## src/lmd_pkg.sv

```systemverilog
`timescale 1ns / 1ps
// ----------------------------------------------------------------------------
// Lap mark detector package
// Shared types, codes and constants for the lap mark detector.
// ----------------------------------------------------------------------------
package lmd_pkg;

	// Command codes carried in the mode field
	typedef enum logic [2:0] {
		MODE_TICK     = 3'd0,
		MODE_FRAME    = 3'd1,
		MODE_ARM      = 3'd2,
		MODE_START    = 3'd3,
		MODE_STOP     = 3'd4,
		MODE_TIMER_EN = 3'd5
	} mode_t;

	// Lap phase
	typedef enum logic [1:0] {
		PH_IDLE = 2'd0,
		PH_WAIT = 2'd1,
		PH_RUN  = 2'd2,
		PH_DONE = 2'd3
	} phase_t;

	// Configuration register indexes
	typedef enum logic [2:0] {
		REG_MARK_TOTAL_MIN   = 3'd0,
		REG_MARK_SPAN_MIN    = 3'd1,
		REG_CONFIRM_NEEDED   = 3'd2,
		REG_MIN_LAP_TIME     = 3'd3,
		REG_MIN_LAP_DISTANCE = 3'd4,
		REG_FINISH_TOTAL_MIN = 3'd5,
		REG_FINISH_SPAN_MIN  = 3'd6,
		REG_LEAVE_FRAMES     = 3'd7
	} cfg_idx_t;

	localparam int unsigned CFG_DATA_W = 32;
	localparam logic [7:0]  CNT_MAX    = 8'hFF;
	localparam logic [31:0] U32_MAX    = 32'hFFFF_FFFF;
	localparam logic [3:0]  BASE_INIT  = 4'd1;

	typedef struct packed {
		logic [3:0]  mark_total_min;
		logic [3:0]  mark_span_min;
		logic [7:0]  confirm_needed;
		logic [15:0] min_lap_time;
		logic [31:0] min_lap_distance;
		logic [3:0]  finish_total_min;
		logic [3:0]  finish_span_min;
		logic [7:0]  leave_frames;
	} cfg_t;

	typedef struct packed {
		logic [2:0]         mode;
		logic [7:0]         sensor_bits;
		logic signed [15:0] enc_left;
		logic signed [15:0] enc_right;
		logic               tracking_on;
		logic               option_bit;
	} item_t;

	typedef struct packed {
		logic [1:0]  lap_phase;
		logic [31:0] elapsed_ms;
		logic [31:0] distance_count;
		logic        start_pulse;
		logic        finish_pulse;
		logic        left_start;
		logic [7:0]  confirm_count;
		logic        timer_running;
	} result_t;

	// Frame score: set-bit count and span from lowest to highest set bit
	typedef struct packed {
		logic [3:0] total;
		logic [3:0] span;
	} score_t;

endpackage

```

## src/lmd_cfg_regs.sv

```systemverilog
`timescale 1ns / 1ps
// ----------------------------------------------------------------------------
// Lap mark detector configuration registers
// Holds the detection thresholds, written one register per transaction.
// ----------------------------------------------------------------------------
module lmd_cfg_regs import lmd_pkg::*; (
	input  logic                  clk,
	input  logic                  arst_n,
	input  logic                  wr_en,
	input  logic [2:0]            wr_index,
	input  logic [CFG_DATA_W-1:0] wr_data,
	output cfg_t                  cfg
);

	cfg_t cfg_q;

	always_ff @(posedge clk or negedge arst_n) begin
		if (!arst_n) begin
			cfg_q.mark_total_min   <= 4'd4;
			cfg_q.mark_span_min    <= 4'd5;
			cfg_q.confirm_needed   <= 8'd3;
			cfg_q.min_lap_time     <= 16'd5000;
			cfg_q.min_lap_distance <= 32'd0;
			cfg_q.finish_total_min <= 4'd5;
			cfg_q.finish_span_min  <= 4'd6;
			cfg_q.leave_frames     <= 8'd5;
		end else if (wr_en) begin
			case (cfg_idx_t'(wr_index))
				REG_MARK_TOTAL_MIN:   cfg_q.mark_total_min   <= wr_data[3:0];
				REG_MARK_SPAN_MIN:    cfg_q.mark_span_min    <= wr_data[3:0];
				REG_CONFIRM_NEEDED:   cfg_q.confirm_needed   <= wr_data[7:0];
				REG_MIN_LAP_TIME:     cfg_q.min_lap_time     <= wr_data[15:0];
				REG_MIN_LAP_DISTANCE: cfg_q.min_lap_distance <= wr_data[31:0];
				REG_FINISH_TOTAL_MIN: cfg_q.finish_total_min <= wr_data[3:0];
				REG_FINISH_SPAN_MIN:  cfg_q.finish_span_min  <= wr_data[3:0];
				REG_LEAVE_FRAMES:     cfg_q.leave_frames     <= wr_data[7:0];
				default: begin
				end
			endcase
		end
	end

	assign cfg = cfg_q;

endmodule

```

## src/lmd_frame_score.sv

```systemverilog
`timescale 1ns / 1ps
// ----------------------------------------------------------------------------
// Lap mark detector frame score
// Counts set sensor bits and measures their span over the active sensors.
// ----------------------------------------------------------------------------
module lmd_frame_score import lmd_pkg::*; #(
	parameter int SENSOR_COUNT = 8
) (
	input  logic [7:0] sensor_bits,
	output score_t     score
);

	logic [3:0] total;
	logic [2:0] first;
	logic [2:0] last;
	logic       any;

	always_comb begin
		total = '0;
		first = '0;
		last  = '0;
		any   = 1'b0;
		for (int i = 0; i < 8; i++) begin
			if (i < SENSOR_COUNT && sensor_bits[i]) begin
				total = total + 4'd1;
				if (!any) begin
					first = 3'(i);
				end
				any  = 1'b1;
				last = 3'(i);
			end
		end
	end

	assign score.total = total;
	assign score.span  = any ? (4'(last) - 4'(first) + 4'd1) : 4'd0;

endmodule

```

## src/lmd_lap_core.sv

```systemverilog
`timescale 1ns / 1ps
// ----------------------------------------------------------------------------
// Lap mark detector lap core
// Lap state registers and the next-state logic for one command item.
// ----------------------------------------------------------------------------
module lmd_lap_core import lmd_pkg::*; #(
	parameter int JUMP_TOTAL     = 2,
	parameter int JUMP_SPAN      = 2,
	parameter int BASELINE_ALPHA = 8
) (
	input  logic    clk,
	input  logic    arst_n,
	input  logic    fire,
	input  item_t   item,
	input  score_t  score,
	input  cfg_t    cfg,
	output result_t result
);

	localparam int NUM_W = $clog2(8 * BASELINE_ALPHA + 1);

	typedef struct packed {
		phase_t      phase;
		logic [31:0] run_ms;
		logic        timer_on;
		logic [31:0] odometer;
		logic [7:0]  confirm;
		logic [7:0]  leave;
		logic        has_left;
		logic [3:0]  base_total;
		logic [3:0]  base_span;
	} lap_state_t;

	lap_state_t st_q;
	lap_state_t nxt;
	logic       start_p;
	logic       finish_p;

	function automatic lap_state_t clear_lap(lap_state_t s);
		lap_state_t r;
		r            = s;
		r.confirm    = '0;
		r.leave      = '0;
		r.has_left   = 1'b0;
		r.odometer   = '0;
		r.base_total = BASE_INIT;
		r.base_span  = BASE_INIT;
		return r;
	endfunction

	// Smoothed baseline: (old * (ALPHA - 1) + sample) / ALPHA, result at most 8
	function automatic logic [3:0] smooth(logic [3:0] old, logic [3:0] sample);
		logic [NUM_W-1:0] num;
		logic [3:0]       q;
		num = NUM_W'(old) * NUM_W'(BASELINE_ALPHA - 1) + NUM_W'(sample);
		q   = '0;
		for (int k = 1; k <= 8; k++) begin
			if (num >= NUM_W'(k * BASELINE_ALPHA)) begin
				q = q + 4'd1;
			end
		end
		return q;
	endfunction

	// Odometer step: (|left| + |right|) / 2, saturating add
	logic [16:0] abs_l;
	logic [16:0] abs_r;
	logic [16:0] abs_sum;
	logic [32:0] odo_sum;
	logic [31:0] odo_sat;
	logic [31:0] odo_after;

	assign abs_l   = item.enc_left[15] ? (17'h10000 - 17'(item.enc_left[15:0]))
	                                   : 17'(item.enc_left[15:0]);
	assign abs_r   = item.enc_right[15] ? (17'h10000 - 17'(item.enc_right[15:0]))
	                                    : 17'(item.enc_right[15:0]);
	assign abs_sum = abs_l + abs_r;
	assign odo_sum = 33'(st_q.odometer) + 33'(abs_sum[16:1]);
	assign odo_sat = odo_sum[32] ? U32_MAX : odo_sum[31:0];
	assign odo_after = (st_q.phase == PH_RUN) ? odo_sat : st_q.odometer;

	// Mark tests
	logic cand, fcand, time_ok, odom_ok, jump, hit, conf_hit;
	logic [7:0] cf_inc;
	logic [7:0] lc_inc;

	assign cand    = (score.total >= cfg.mark_total_min) && (score.span >= cfg.mark_span_min);
	assign fcand   = (score.total >= cfg.finish_total_min) &&
	                 (score.span >= cfg.finish_span_min);
	assign time_ok = st_q.run_ms >= 32'(cfg.min_lap_time);
	assign odom_ok = odo_after >= cfg.min_lap_distance;
	assign jump    = (5'(score.total) >= 5'(st_q.base_total) + 5'(JUMP_TOTAL)) ||
	                 (5'(score.span) >= 5'(st_q.base_span) + 5'(JUMP_SPAN));
	assign hit     = fcand && time_ok && odom_ok && jump;
	assign conf_hit = (st_q.phase == PH_WAIT && cand) ||
	                  (st_q.phase == PH_RUN && st_q.has_left && hit);
	assign cf_inc  = (st_q.confirm != CNT_MAX) ? st_q.confirm + 8'd1 : st_q.confirm;
	assign lc_inc  = (st_q.leave != CNT_MAX) ? st_q.leave + 8'd1 : st_q.leave;

	always_comb begin
		nxt      = st_q;
		start_p  = 1'b0;
		finish_p = 1'b0;
		case (mode_t'(item.mode))
			MODE_TICK: begin
				if (st_q.timer_on && st_q.run_ms != U32_MAX) begin
					nxt.run_ms = st_q.run_ms + 32'd1;
				end
			end
			MODE_FRAME: begin
				nxt.odometer = odo_after;
				if (item.tracking_on && (st_q.phase == PH_WAIT || st_q.phase == PH_RUN)) begin
					if (st_q.phase == PH_RUN && st_q.has_left && !hit &&
					    (!time_ok || !odom_ok || !fcand)) begin
						nxt.base_total = smooth(st_q.base_total, score.total);
						nxt.base_span  = smooth(st_q.base_span, score.span);
					end
					nxt.confirm = conf_hit ? cf_inc : 8'd0;
					if (st_q.phase == PH_RUN) begin
						nxt.leave = (cand || fcand) ? 8'd0 : lc_inc;
					end
					if (st_q.phase == PH_WAIT) begin
						if (nxt.confirm >= cfg.confirm_needed) begin
							nxt          = clear_lap(nxt);
							nxt.run_ms   = '0;
							nxt.timer_on = 1'b1;
							nxt.phase    = PH_RUN;
							start_p      = 1'b1;
						end
					end else begin
						nxt.has_left = st_q.has_left || (nxt.leave >= cfg.leave_frames);
						if (nxt.has_left && hit && nxt.confirm >= cfg.confirm_needed) begin
							nxt.timer_on = 1'b0;
							nxt.phase    = PH_DONE;
							finish_p     = 1'b1;
						end
					end
				end
			end
			MODE_ARM: begin
				nxt        = clear_lap(st_q);
				nxt.run_ms = '0;
				nxt.phase  = item.option_bit ? PH_WAIT : PH_IDLE;
			end
			MODE_START: begin
				nxt          = clear_lap(st_q);
				nxt.run_ms   = '0;
				nxt.timer_on = 1'b1;
				nxt.phase    = PH_RUN;
			end
			MODE_STOP: begin
				nxt          = clear_lap(st_q);
				nxt.timer_on = 1'b0;
				nxt.phase    = PH_IDLE;
			end
			MODE_TIMER_EN: begin
				nxt.timer_on = item.option_bit;
			end
			default: begin
			end
		endcase
	end

	always_ff @(posedge clk or negedge arst_n) begin
		if (!arst_n) begin
			st_q.phase      <= PH_IDLE;
			st_q.run_ms     <= '0;
			st_q.timer_on   <= 1'b0;
			st_q.odometer   <= '0;
			st_q.confirm    <= '0;
			st_q.leave      <= '0;
			st_q.has_left   <= 1'b0;
			st_q.base_total <= BASE_INIT;
			st_q.base_span  <= BASE_INIT;
		end else if (fire) begin
			st_q <= nxt;
		end
	end

	assign result.lap_phase      = nxt.phase;
	assign result.elapsed_ms     = nxt.run_ms;
	assign result.distance_count = nxt.odometer;
	assign result.start_pulse    = start_p;
	assign result.finish_pulse   = finish_p;
	assign result.left_start     = nxt.has_left;
	assign result.confirm_count  = nxt.confirm;
	assign result.timer_running  = nxt.timer_on;

endmodule

```

## src/lap_mark_detector_top.sv

```systemverilog
`timescale 1ns / 1ps
// ----------------------------------------------------------------------------
// Lap mark detector top level
// Follows a timed lap from line-sensor frames and command items: phase,
// run timer, odometer and start / finish event pulses.
//
//   Channel   Direction  Handshake           Payload
//   input     in         in_valid/in_stall   mode, sensor_bits, enc_left,
//                                            enc_right, tracking_on, option_bit
//   output    out        out_valid/out_stall lap_phase, elapsed_ms, distance_count,
//                                            start_pulse, finish_pulse, left_start,
//                                            confirm_count, timer_running
//   config    in         cfg_valid/cfg_ready cfg_index, cfg_data
//
// One transaction in gives one transaction out: the item is held in the input
// register and its result in the result register, which offers it. A new item
// is taken every cycle while the output is not stalled: the input register feeds
// the lap state logic, whose single combinational pass sets the state registers
// and the result register in the same edge. Reset puts the lap in idle with timer
// and odometer at zero. An output stall holds the result register and then the
// input register; in_stall rises only when both are full and the output is stalled.
// ----------------------------------------------------------------------------
module lap_mark_detector_top import lmd_pkg::*; #(
	parameter int JUMP_TOTAL     = 2,
	parameter int JUMP_SPAN      = 2,
	parameter int BASELINE_ALPHA = 8,
	parameter int SENSOR_COUNT   = 8
) (
	input  logic                  clk,
	input  logic                  arst_n,
	// input channel
	input  logic                  in_valid,
	output logic                  in_stall,
	input  logic [2:0]            mode,
	input  logic [7:0]            sensor_bits,
	input  logic signed [15:0]    enc_left,
	input  logic signed [15:0]    enc_right,
	input  logic                  tracking_on,
	input  logic                  option_bit,
	// output channel
	output logic                  out_valid,
	input  logic                  out_stall,
	output logic [1:0]            lap_phase,
	output logic [31:0]           elapsed_ms,
	output logic [31:0]           distance_count,
	output logic                  start_pulse,
	output logic                  finish_pulse,
	output logic                  left_start,
	output logic [7:0]            confirm_count,
	output logic                  timer_running,
	// configuration write channel
	input  logic                  cfg_valid,
	output logic                  cfg_ready,
	input  logic [2:0]            cfg_index,
	input  logic [CFG_DATA_W-1:0] cfg_data
);

	item_t   item_s1;
	logic    valid_s1;
	result_t res_s2;
	logic    valid_s2;
	result_t res_next;
	score_t  score;
	cfg_t    cfg;
	logic    advance;
	logic    in_take;

	// Registers are always writable; write them only while no transaction is in flight.
	assign cfg_ready = 1'b1;

	lmd_cfg_regs u_cfg (
		.clk      (clk),
		.arst_n   (arst_n),
		.wr_en    (cfg_valid && cfg_ready),
		.wr_index (cfg_index),
		.wr_data  (cfg_data),
		.cfg      (cfg)
	);

	// Advance the held item into the lap logic when the result register is free
	// or being emptied this cycle.
	assign advance  = valid_s1 && (!valid_s2 || !out_stall);
	assign in_stall = valid_s1 && !advance;
	assign in_take  = in_valid && !in_stall;

	always_ff @(posedge clk or negedge arst_n) begin
		if (!arst_n) begin
			valid_s1 <= 1'b0;
		end else if (in_take) begin
			valid_s1 <= 1'b1;
		end else if (advance) begin
			valid_s1 <= 1'b0;
		end
	end

	always_ff @(posedge clk) begin
		if (in_take) begin
			item_s1.mode        <= mode;
			item_s1.sensor_bits <= sensor_bits;
			item_s1.enc_left    <= enc_left;
			item_s1.enc_right   <= enc_right;
			item_s1.tracking_on <= tracking_on;
			item_s1.option_bit  <= option_bit;
		end
	end

	lmd_frame_score #(
		.SENSOR_COUNT (SENSOR_COUNT)
	) u_score (
		.sensor_bits (item_s1.sensor_bits),
		.score       (score)
	);

	lmd_lap_core #(
		.JUMP_TOTAL     (JUMP_TOTAL),
		.JUMP_SPAN      (JUMP_SPAN),
		.BASELINE_ALPHA (BASELINE_ALPHA)
	) u_core (
		.clk    (clk),
		.arst_n (arst_n),
		.fire   (advance),
		.item   (item_s1),
		.score  (score),
		.cfg    (cfg),
		.result (res_next)
	);

	// Result register: load on advance, drop once the transaction is taken.
	always_ff @(posedge clk or negedge arst_n) begin
		if (!arst_n) begin
			valid_s2 <= 1'b0;
		end else if (advance) begin
			valid_s2 <= 1'b1;
		end else if (!out_stall) begin
			valid_s2 <= 1'b0;
		end
	end

	always_ff @(posedge clk) begin
		if (advance) begin
			res_s2 <= res_next;
		end
	end

	assign out_valid      = valid_s2;
	assign lap_phase      = res_s2.lap_phase;
	assign elapsed_ms     = res_s2.elapsed_ms;
	assign distance_count = res_s2.distance_count;
	assign start_pulse    = res_s2.start_pulse;
	assign finish_pulse   = res_s2.finish_pulse;
	assign left_start     = res_s2.left_start;
	assign confirm_count  = res_s2.confirm_count;
	assign timer_running  = res_s2.timer_running;

endmodule
```

## config.mk

```make
export PLATFORM = sky130hd
export DESIGN_NAME = lap_mark_detector_top
export DESIGN_NICKNAME = d
export VERILOG_FILES = /design/src/lmd_pkg.sv /design/src/lmd_cfg_regs.sv /design/src/lmd_frame_score.sv /design/src/lmd_lap_core.sv /design/src/lap_mark_detector_top.sv
export SDC_FILE = /design/constraint.sdc
export NUM_CORES = 1
export LEC_CHECK = 0
export BUFFER_PORTS_ARGS = -buffer_cell sky130_fd_sc_hd__buf_2
export CORE_MARGIN = 2
export CORE_UTILIZATION = 40
export DETAILED_ROUTE_END_ITERATION = 8
export PLACE_DENSITY_LB_ADDON = 0.05
export SYNTH_ARGS = -nofsm -noshare
export SYNTH_HDL_FRONTEND = slang
export SYNTH_HIERARCHICAL = 1
export SYNTH_SLANG_ARGS = --single-unit
export TNS_END_PERCENT = 20
```

## constraint.sdc

```tcl
create_clock -name clk -period 9.85 [get_ports clk]
set_input_delay 1.4775 -clock clk [delete_from_list [all_inputs] [get_ports clk]]
set_output_delay 1.4775 -clock clk [all_outputs]
set_load 0.05 [all_outputs]
```

# Word level (Yosys, flattened, before mapping)
# Index checks and enable logic that the tools add are counted.
word_totals:
  input_bits: 85
  ff_bits: 297
  wordCells: 296
op_classes:
  multipliers: 2
  n_eq_ne: 19
  muxes: 130
  reduce_logical: 50
  magnitude_cmp: 26
  n_bitwise: 2
  n_addsub: 34
ops:
  columns: ["cell", "count"]
  rows:
  - ["4-bit 2-to-1 mux", 64]
  - ["92-bit 2-to-1 mux", 2]
  - ["32-bit 2-to-1 mux", 4]
  - ["57-bit case mux with 2 select lines", 1]
  - ["32-bit case mux with 3 select lines", 1]
  - ["4-bit by 1-bit adder with 4-bit output, second input constant", 22]
  - ["8-bit 2-to-1 mux", 9]
  - ["7-bit by 6-bit >= comparator with 1-bit output, second input constant", 8]
  - ["3-bit 2-to-1 mux", 18]
  - ["48-bit 2-to-1 mux", 1]
  - ["17-bit 2-to-1 mux", 2]
  - ["17-bit by 16-bit subtractor with 17-bit output, first input constant", 2]
  - ["32-bit by 16-bit adder with 33-bit output", 1]
  - ["32-bit by 1-bit adder with 32-bit output, second input constant", 1]
  - ["32-bit by 16-bit >= comparator with 1-bit output", 1]
  - ["32-bit >= comparator", 1]
  - ["32-bit inequality test, second input constant", 1]
  - ["7-bit by 5-bit >= comparator with 1-bit output, second input constant", 4]
  - ["1-bit 2-to-1 mux", 24]
  - ["3-bit equality test, second input constant", 6]
  - ["17-bit adder", 1]
  - ["1-bit logical AND", 17]
  - ["8-bit by 1-bit adder with 8-bit output, second input constant", 2]
  - ["4-bit >= comparator", 4]
  - ["other kinds (26)", 66]

# Longest topological paths before layout
# Gate-level depths: netlist (run 1).
logic_depth:
  depth_word: 66
  ltp_mapped: 50
  depth_no_buf: 49

# Modules after synthesis
# The synthesis (run 1) kept the hierarchy.
modules_own_cells:
  columns: ["mod", "area_per_inst_um2", "cells_per_inst", "instances"]
  rows:
  - ["lmd_lap_core", 13412.9, 1739, 1]
  - ["lap_mark_detector_top", 3797.4, 133, 1]
  - ["lmd_cfg_regs", 3270.6, 178, 1]
  - ["lmd_frame_score", 872.1, 124, 1]

# Worst setup path after synthesis (run 1)
# OpenSTA, ideal clock, no wires.
synth_path:
  path_type: "register -> register"
  startpoint: "register item_s1[18] in the netlist's numbering"
  endpoint: "register u_core/st_q[20] in the netlist's numbering"
  slack_ns: 0.470
  t_required_ns: 9.785
  stages_incl_launch_ff: 46
  path_buffers: 2
  arrival_time_ns: 9.315
  synth_period_minus_slack_ns: 9.380
  path_cell_list: "edfxtp_1 -> inv_1 -> ha_1 -> nand2_1 -> o21ai_0 -> inv_1 -> fa_1 -> nor2b_1 -> o21ai_0 -> a21boi_0 -> o21ai_0 -> a21boi_0 -> o21ai_0 -> nor2b_1 -> xnor2_1 -> ha_1 -> o21a_1 -> and3_1 -> (+10 left out) -> a21o_1 -> a21oi_1 -> o311ai_1 -> a211oi_1 -> nor4_1 -> a21oi_1 -> clkbuf_1 -> a21o_1 -> ha_1 -> nand2b_1 -> a21o_1 -> a21o_1 -> a211oi_1 -> o21ai_1 -> a41oi_1 -> nand2_1 -> a211oi_1 -> a211o_1"
synth_between:
  elab_chain_len: 17
synth_rtl:
  columns: ["element", "line", "rtl"]
  rows:
  - ["from (decl)", "lap_mark_detector_top.sv:58", "item_t item_s1;"]
  - ["17-bit by 16-bit subtractor with 17-bit output", "lmd_lap_core.sv:73", "assign abs_l = item.enc_left[15] ? (17'h10000 - 17'(item.enc_left[15:0]))"]
  - ["17-bit 2-to-1 mux (*)", "lmd_lap_core.sv:73", null]
  - ["17-bit adder (*)", "lmd_lap_core.sv:77", "assign abs_sum = abs_l + abs_r;"]
  - ["32-bit by 16-bit adder with 33-bit output (*)", "lmd_lap_core.sv:78", "assign odo_sum = 33'(st_q.odometer) + 33'(abs_sum[16:1]);"]
  - ["32-bit 2-to-1 mux (*)", "lmd_lap_core.sv:79", "assign odo_sat = odo_sum[32] ? U32_MAX : odo_sum[31:0];"]
  - ["32-bit 2-to-1 mux (*)", "lmd_lap_core.sv:80", "assign odo_after = (st_q.phase == PH_RUN) ? odo_sat : st_q.odometer;"]
  - ["32-bit >= comparator (*)", "lmd_lap_core.sv:91", "assign odom_ok = odo_after >= cfg.min_lap_distance;"]
  - ["1-bit logical AND (*) (2 in series)", "lmd_lap_core.sv:94", "assign hit = fcand && time_ok && odom_ok && jump;"]
  - ["1-bit logical AND (*)", "lmd_lap_core.sv:96", "(st_q.phase == PH_RUN && st_q.has_left && hit);"]
  - ["1-bit logical OR (*)", "lmd_lap_core.sv:95", "assign conf_hit = (st_q.phase == PH_WAIT && cand) ||"]
  - ["8-bit 2-to-1 mux (*)", "lmd_lap_core.sv:118", "nxt.confirm = conf_hit ? cf_inc : 8'd0;"]
  - ["8-bit >= comparator", "lmd_lap_core.sv:123", "if (nxt.confirm >= cfg.confirm_needed) begin"]
  - ["92-bit 2-to-1 mux", "lmd_lap_core.sv:123", null]
  - ["48-bit 2-to-1 mux (*)", "lmd_lap_core.sv:122", "if (st_q.phase == PH_WAIT) begin"]
  - ["92-bit 2-to-1 mux (*)", "lmd_lap_core.sv:112", "if (item.tracking_on && (st_q.phase == PH_WAIT || st_q.phase == PH_RUN)) begin"]
  - ["57-bit case mux with 2 select lines (*)", "lmd_lap_core.sv:104", "case (mode_t'(item.mode))"]
  - ["to (signal assigned)", "lmd_lap_core.sv:176", "st_q <= nxt;"]
  - ["to (decl)", "lmd_lap_core.sv:34", "lap_state_t st_q;"]
# Every way passes the cells marked *; elsewhere a longest branch is shown, timed or not. The select of a mux whose other input is x is not followed.
# A chain may end at the register's enable or synchronous reset.

==> run summary, run 1 <==
CP max stage cell -> fa_1
via count -> 16.4k
critical path class -> flip-flop to flip-flop
layout cells sized above 1 -> 0.214
Die W -> 235 um
HP Class -> flip-flop to flip-flop
Synth Flop Type -> dfrtp_1
DRT antenna net count -> 0
CP Max Fanout -> 15
Routed WL per cell -> 18.8 um
max_slew headroom -> 0.200
ratio of final minimum period to clock period -> 0.942
FF-to-FF path depth -> 47
Synth Warn # -> 6
Hold-fix buffers, CTS -> 0
FF+latch count, synth -> 297
Worst Hold Path Cells -> 1
Total Routed Length -> 56100 um
Top-Level Pins -> 166
sequential area share after synthesis -> 0.378
crit path launch type -> flip-flop
die area -> 0.0552 mm2
initial antenna violation count -> 10
Area growth syn-to-layout -> 12.8%
CP top delay family -> compound AO/OA/AOI/OAI gates
dpl hpwl -> 41100 um
DRT Pass-1 Iters -> 5
All-Layer GR Usage -> 0.199
top cell type's share of synthesized area -> 0.183
mapped cell area -> 0.0214 mm2
Slew Viols, Final -> 0
Post-Syn Nets -> 2455
Unique masters post-synth -> 105
first-pass GRT wire length -> 88400 um
Crit. End Element -> flip-flop
CTS tree -> built
Worst-path clk slew -> 0.06 ns
Vias/cell -> 5.48
Worst Hold Launch -> valid_s1
synthesized area per cell -> 9.82 um2
CP peak stage delay -> 0.47 ns
post-synth top area cell -> dfrtp_1
initial core utilization -> 0.406
Max Root-Sink Buffers -> 3
setup violators final -> 0
Final WS setup -> 0.573 ns
CP Buf/Inv Count -> 8
residual DRC count -> 0
CTS root buffer -> clkbuf_16
Max Cap Viol -> 0
# fillers -> 5046
Post-Syn Instances -> 2174
Final Hold Fails -> 0
largest net degree at the start of global routing -> 107
largest cells by area after synthesis -> dfrtp_1 (18%), edfxtp_1 (17%), ha_1 (11%)
ys async rst share -> 0.586
measured slew at the worst slew-check pin -> 1.20 ns
Final Skew -> 0.0234 ns
row count -> 84
H-Tree Depth -> 2
Nets -> 2551
WP data arrival -> 9.71 ns
static leakage -> 10.9 nW
status -> complete, no violations
gpl congestion -> 0.831
Final Util -> 0.457
PortBufs -> 164
Die Y -> 235 um
drt initial violations -> 939
required time worst endpoint -> 10.28 ns
crit path time final -> 9.28 ns
clock buffer count from CTS -> 38
R2R Path Start -> item_s1[18]
CTS Sinks -> 297
core area -> 0.0527 mm2
maximum clock rate -> 0.108 GHz
Reg-to-Reg End -> u_core/st_q[69]
number of flops mapped to enable cells by yosys -> 123
Worst Hold Endpoint -> out_valid
worst vdd ir -> 0.360 mV
vias in the first global route -> 15.7k
worst slack at placement -> 0.133 ns
GR Overflow Total -> 0
flop2flop setup slack -> 0.57 ns
Cell Pwr Density -> 217 mW/mm2
worst skew pair latency -> 0.56 ns
[routing by layer]
metal,vias to the layer above,global-route usage,share of wire
met1,7925,0.279,0.48
met5,-,0,0.0016
met4,16,0.0483,0.019
met3,74,0.0435,0.051
met2,329,0.310,0.45
li1,8049,-,-
[worst max-delay path by stage]
stage,start,to,slack (ns),cells after the start
2_1_floorplan,item_s1[18],u_core/st_q[20],0.47,45
3_3_place_gp,item_s1[18],u_core/st_q[20],0.37,48
3_5_place_dp,item_s1[18],lap_phase[1],0.13,47
4_1_cts,item_s1[18],lap_phase[1],0.06,47
5_1_grt,item_s1[34],u_core/st_q[6],-0.003,49
6_report,item_s1[18],u_core/st_q[69],0.57,47
[kinds of logic (layout without fill, tap and decap cells)]
kind of cell,Yosys count,after routing,share of synthesized area
compound gates,574,574,0.182
xor+xnor,114,114,0.0481
fa+ha+maj,196,196,0.120
buf+inv,339,465,0.0782
flops,297,297,0.378
mux,118,118,0.0668
other cells,1,3,0.000176
simple gates,535,535,0.127
[layout by cell type, fill, tap and decap left out, drive strengths merged, types with 9 or more instances in the layout]
master and instances:
ha 181, o22ai 13, a211oi 11, fa 15
a22o 47, inv 164, edfxtp 123, o41ai 10
a211o 9, and2 16, nand4 22, nor2 130
a21oi 107, a31oi 27, or2 11, a21o 57
nor2b 12, mux2i 15, dfrtp 156, nor3 57
and3 36, xor2 31, nand3 45, clkinv 15
xnor2 82, or3 9, o31ai 31, nor4 10
buf 229, mux2 103, clkbuf 49, nand2b 18
o2bb2ai 15, dfstp 18, nand2 136, o22a 13
o21ai 151, o21a 13
[synth_stat cells (all sizes together), types with 6 or more instances]
| cell | count |
|---|---|
| edfxtp | 123 |
| a211oi | 11 |
| nor4 | 10 |
| o22a | 13 |
| a211o | 9 |
| and3 | 36 |
| nor3 | 57 |
| fa | 15 |
| buf | 103 |
| o22ai | 13 |
| a2111oi | 6 |
| nand2 | 136 |
| or2 | 11 |
| nand2b | 18 |
| a21o | 57 |
| a31o | 7 |
| mux2i | 15 |
| nand4 | 22 |
| o2bb2ai | 15 |
| a32o | 6 |
| inv | 164 |
| nor2b | 12 |
| mux2 | 103 |
| xnor2 | 82 |
| clkbuf | 71 |
| nor2 | 130 |
| xor2 | 31 |
| a21boi | 8 |
| or3 | 9 |
| a31oi | 27 |
| o21a | 13 |
| o21ai | 151 |
| ha | 181 |
| o31ai | 31 |
| dfstp | 18 |
| nand3 | 45 |
| or4 | 6 |
| o311ai | 6 |
| o41ai | 10 |
| dfrtp | 156 |
| o211ai | 7 |
| and2 | 16 |
| a22o | 47 |
| a21oi | 107 |
[repair_timing]
action	4_1_cts	5_1_grt
resized for setup	0	56
endpoints found under the setup margin	0	170
buffers inserted	0	11
[through the flow]
step	power [mW]	setup TNS, ns	instance area, um2	hold slack, ns	cells
6_report	5.24	0	24100	0.499	2990
5_1_grt	5.63	-0.00323	24100	0.520	2988
4_1_cts	5.26	0	23800	0.504	2976
3_5_place_dp	3.74	0	22500	0.494	2906
3_3_place_gp	3.71	0	22500	0.489	2906
2_1_floorplan	3.19	0	21400	0.467	2174
[cell type report]
type,instances,area [um2],area share
clock inverters,22,246,0.0102
multi-input cells,1538,11800,0.490
diodes,2,5.00,0.000208
inverters,165,619,0.0257
well taps,688,861,0.0357
clock buffers,48,1090,0.0454
repair buffers,230,1390,0.0576
flip-flops and latches,297,8070,0.335
[sequential cells by signal, indices dropped and copies added, names as in the netlist, 2 cells and up]
name            flops
u_cfg/cfg          80
distance_count     32
lap_phase           2
elapsed_ms         32
confirm_count       8
item_s1            45
u_core/st_q        92
[where the power goes]
group | switching (mW) | internal (mW) | leakage, nW
clock | 0.566 | 0.917 | 0.657
combinational | 1.28 | 0.946 | 6.79
sequential | 0.0910 | 1.44 | 3.44
No activity file was read; power rests on OpenSTA's default activity.
==> run 2: changes to the inputs <==
--- a/config.mk
+++ b/config.mk
@@ -10,6 +10,7 @@
 export CORE_UTILIZATION = 40
 export DETAILED_ROUTE_END_ITERATION = 8
 export PLACE_DENSITY_LB_ADDON = 0.05
+export REMOVE_ABC_BUFFERS = 1
 export SYNTH_ARGS = -nofsm -noshare
 export SYNTH_HDL_FRONTEND = slang
 export SYNTH_HIERARCHICAL = 1
==> constraint.sdc (replaced) <==
create_clock -name clk -period 9.85 [get_ports clk]
set_input_delay 1.4775 -clock clk [delete_from_list [all_inputs] [get_ports clk]]
set_output_delay 1.4775 -clock clk [all_outputs]
set_load 0.01 [all_outputs]
==> run 2 against run 1 <==
Flip-flop and latch count unchanged; via count down 0.19%; final area down 1.4%; clock power down 7%; critical path type unchanged; sequential power about the same; die area unchanged; clock skew down 0.0018 ns; first-iteration DRC count up 4.4%; combinational power down 4%; worst hold slack better by 0.0037 ns.
==> run summary, run 2 (synthesis gave the netlist of run 1 again) <==
flop2flop setup slack -> 0.59 ns (+0.02 ns)
dpl hpwl -> 41800 um (+1.6%)
commonest non-fill, non-tap cell in the layout -> ha_1
Final Hold Fails -> 0 (unchanged)
Cell Pwr Density -> 213 mW/mm2 (-2.3%)
worst skew pair latency -> 0.57 ns (about the same)
Non-Filler Instances -> 2974 (-0.54%)
row count -> 84 (unchanged)
maximum clock rate -> 0.108 GHz (+0.22%)
worst vdd ir -> 0.369 mV (+2.5%)
Nets -> 2537 (-0.55%)
vias in the first global route -> 16.1k (+2.9%)
Biggest register -> u_core/st_q
most frequent cells in the layout -> ha_1 (180), inv_1 (164), buf_2 (163)
initial antenna violation count -> 2 (-8)
Net Sw Frac -> 0.370 (about the same)
initial core utilization -> 0.406 (unchanged)
ratio of final minimum period to clock period -> 0.940 (-0.00207)
Max Cap Viol -> 0 (unchanged)
Design Power -> 5.05 mW (-3.6%)
Largest register FFs -> 92 (unchanged)
measured slew at the worst slew-check pin -> 1.16 ns (-0.0424 ns)
largest net degree at the start of global routing -> 71 (-34%)
CP Buf/Inv Count -> 6 (-2)
via count -> 16.4k (-0.19%)
Cell Count Post-Placement -> 2899 (-0.24%)
die area -> 0.0552 mm2 (unchanged)
max_slew headroom -> 0.217 (+0.0172)
Worst Hold Endpoint -> u_cfg/cfg[7]
# fillers -> 5026 (-0.40%)
setup violators final -> 0 (unchanged)
required time worst endpoint -> 10.27 ns (about the same)
Worst Hold Launch -> u_cfg/cfg[7]
H-Tree Depth -> 2 (unchanged)
Vias/cell -> 5.50 (+0.35%)
unrepaired setup endpoints after global routing -> no
residual DRC count -> 0 (unchanged)
layout cells sized above 1 -> 0.203 (-0.0118)
net switching power -> 1.87 mW (-3.7%)
PortBufs -> 164 (unchanged)
Die W -> 235 um (unchanged)
All-Layer GR Usage -> 0.204 (+0.00542)
Critical Path Stages -> 47 (unchanged)
CTS tree -> built
Routed WL per cell -> 19.2 um (+2.4%)
Area growth syn-to-layout -> 11.2%
CTS root buffer -> clkbuf_16
first-pass GRT wire length -> 91200 um (+3.2%)
P_int -> 3.18 mW (-3.6%)
CTS Sinks -> 297 (unchanged)
Max Root-Sink Buffers -> 3 (unchanged)
crit path time final -> 9.26 ns (-0.0204 ns)
gpl congestion -> 0.850 (+2.3%)
WP data arrival -> 9.67 ns (-0.04 ns)
static leakage -> 10.7 nW (-1.4%)
CP top delay family -> adder cells
status -> complete, no violations
Final WS setup -> 0.593 ns (+0.0204 ns)
Slew Viols, Final -> 0 (unchanged)
crit-path most repeated cell -> ha_1
Die Y -> 235 um (unchanged)
Total Routed Length -> 57200 um (+1.9%)
drt initial violations -> 980 (+4.4%)
Worst-path clk slew -> 0.06 ns (about the same)
Logic pwr share -> 0.424 (about the same)
DRT Pass-1 Iters -> 5 (unchanged)
CP max stage cell -> fa_1
Hold-fix buffers, CTS -> 0 (unchanged)
clock buffer count from CTS -> 38 (unchanged)
Seq pwr share -> 0.303 (+0.011)
DRT antenna net count -> 0 (unchanged)
worst slack at placement -> 0.184 ns (+0.0509 ns)
critical path class -> flip-flop to flip-flop
GR Overflow Total -> 0 (unchanged)
FF-to-FF path depth -> 47 (unchanged)
CP peak stage delay -> 0.54 ns (+0.07 ns)
Clock power frac -> 0.274 (-0.009)
CP Max Fanout -> 8 (-7)
Top-Level Pins -> 166 (unchanged)
Reg-to-Reg End -> u_core/st_q[6]
HP Class -> flip-flop to flip-flop
Final Skew -> 0.0216 ns (-0.00175 ns)
Worst Hold Path Cells -> 1 (unchanged)
Crit. End Element -> flip-flop
crit path launch type -> flip-flop
core area -> 0.0527 mm2 (unchanged)
antenna cells -> 0 (-2)
R2R Path Start -> item_s1[35]
[run 2: worst max path at each step]
stage	from	to	slack (ns)
after global routing	item_s1[35]	u_core/st_q[6]	0.001
final	item_s1[35]	u_core/st_q[6]	0.59
after detailed placement	item_s1[35]	u_core/st_q[6]	0.18
after CTS	item_s1[18]	lap_phase[1]	0.13
after global placement	item_s1[18]	lap_phase[1]	0.13
after floorplan	out_stall	u_core/st_q[53]	-3.48
[run 2: stage by stage]
stage / utilization / TNS, ns / hold slack, ns / cell area, um2
global route: 0.451 / 0 / 0.511 / 23700
CTS: 0.448 / 0 / 0.505 / 23600
global placement: 0.425 / 0 / 0.487 / 22400
finish: 0.451 / 0 / 0.503 / 23700
floorplan: - / -301.90 / 0.467 / 20300
detailed placement: 0.425 / 0 / 0.494 / 22400
[run 2: power groups by stage]
stage,Sequential (mW),Combinational (mW),Clock [mW]
final,1.53,2.14,1.38
after global routing,1.55,2.41,1.48
after CTS,1.53,2.13,1.43
after detailed placement,1.55,2.11,0
after global placement,1.55,2.07,0
after floorplan,1.54,1.54,0
[run 2: final cells by class]
type                            instances  area (um2)  area share
Sequential cell                       297        8070       0.340
Clock inverter                         15         124     0.00522
Clock buffer                           55        1110      0.0466
Timing Repair Buffer                  216        1220      0.0516
Multi-Input combinational cell       1538       11700       0.494
Tap cell                              688         861      0.0362
Inverter                              165         619      0.0261
[run 2: repair_timing]
item | CTS | global route
setup endpoints to repair | 0 | 170
setup buffers | 0 | 5
gates resized for setup | 0 | 30
[run 2: metal layers]
| layer | routed length [um] | global-route usage |
|---|---|---|
| met1 | 27600 | 0.287 |
| met5 | 22 | 0 |
| met3 | 2170 | 0.0313 |
| met2 | 26600 | 0.334 |
| met4 | 807 | 0.0389 |
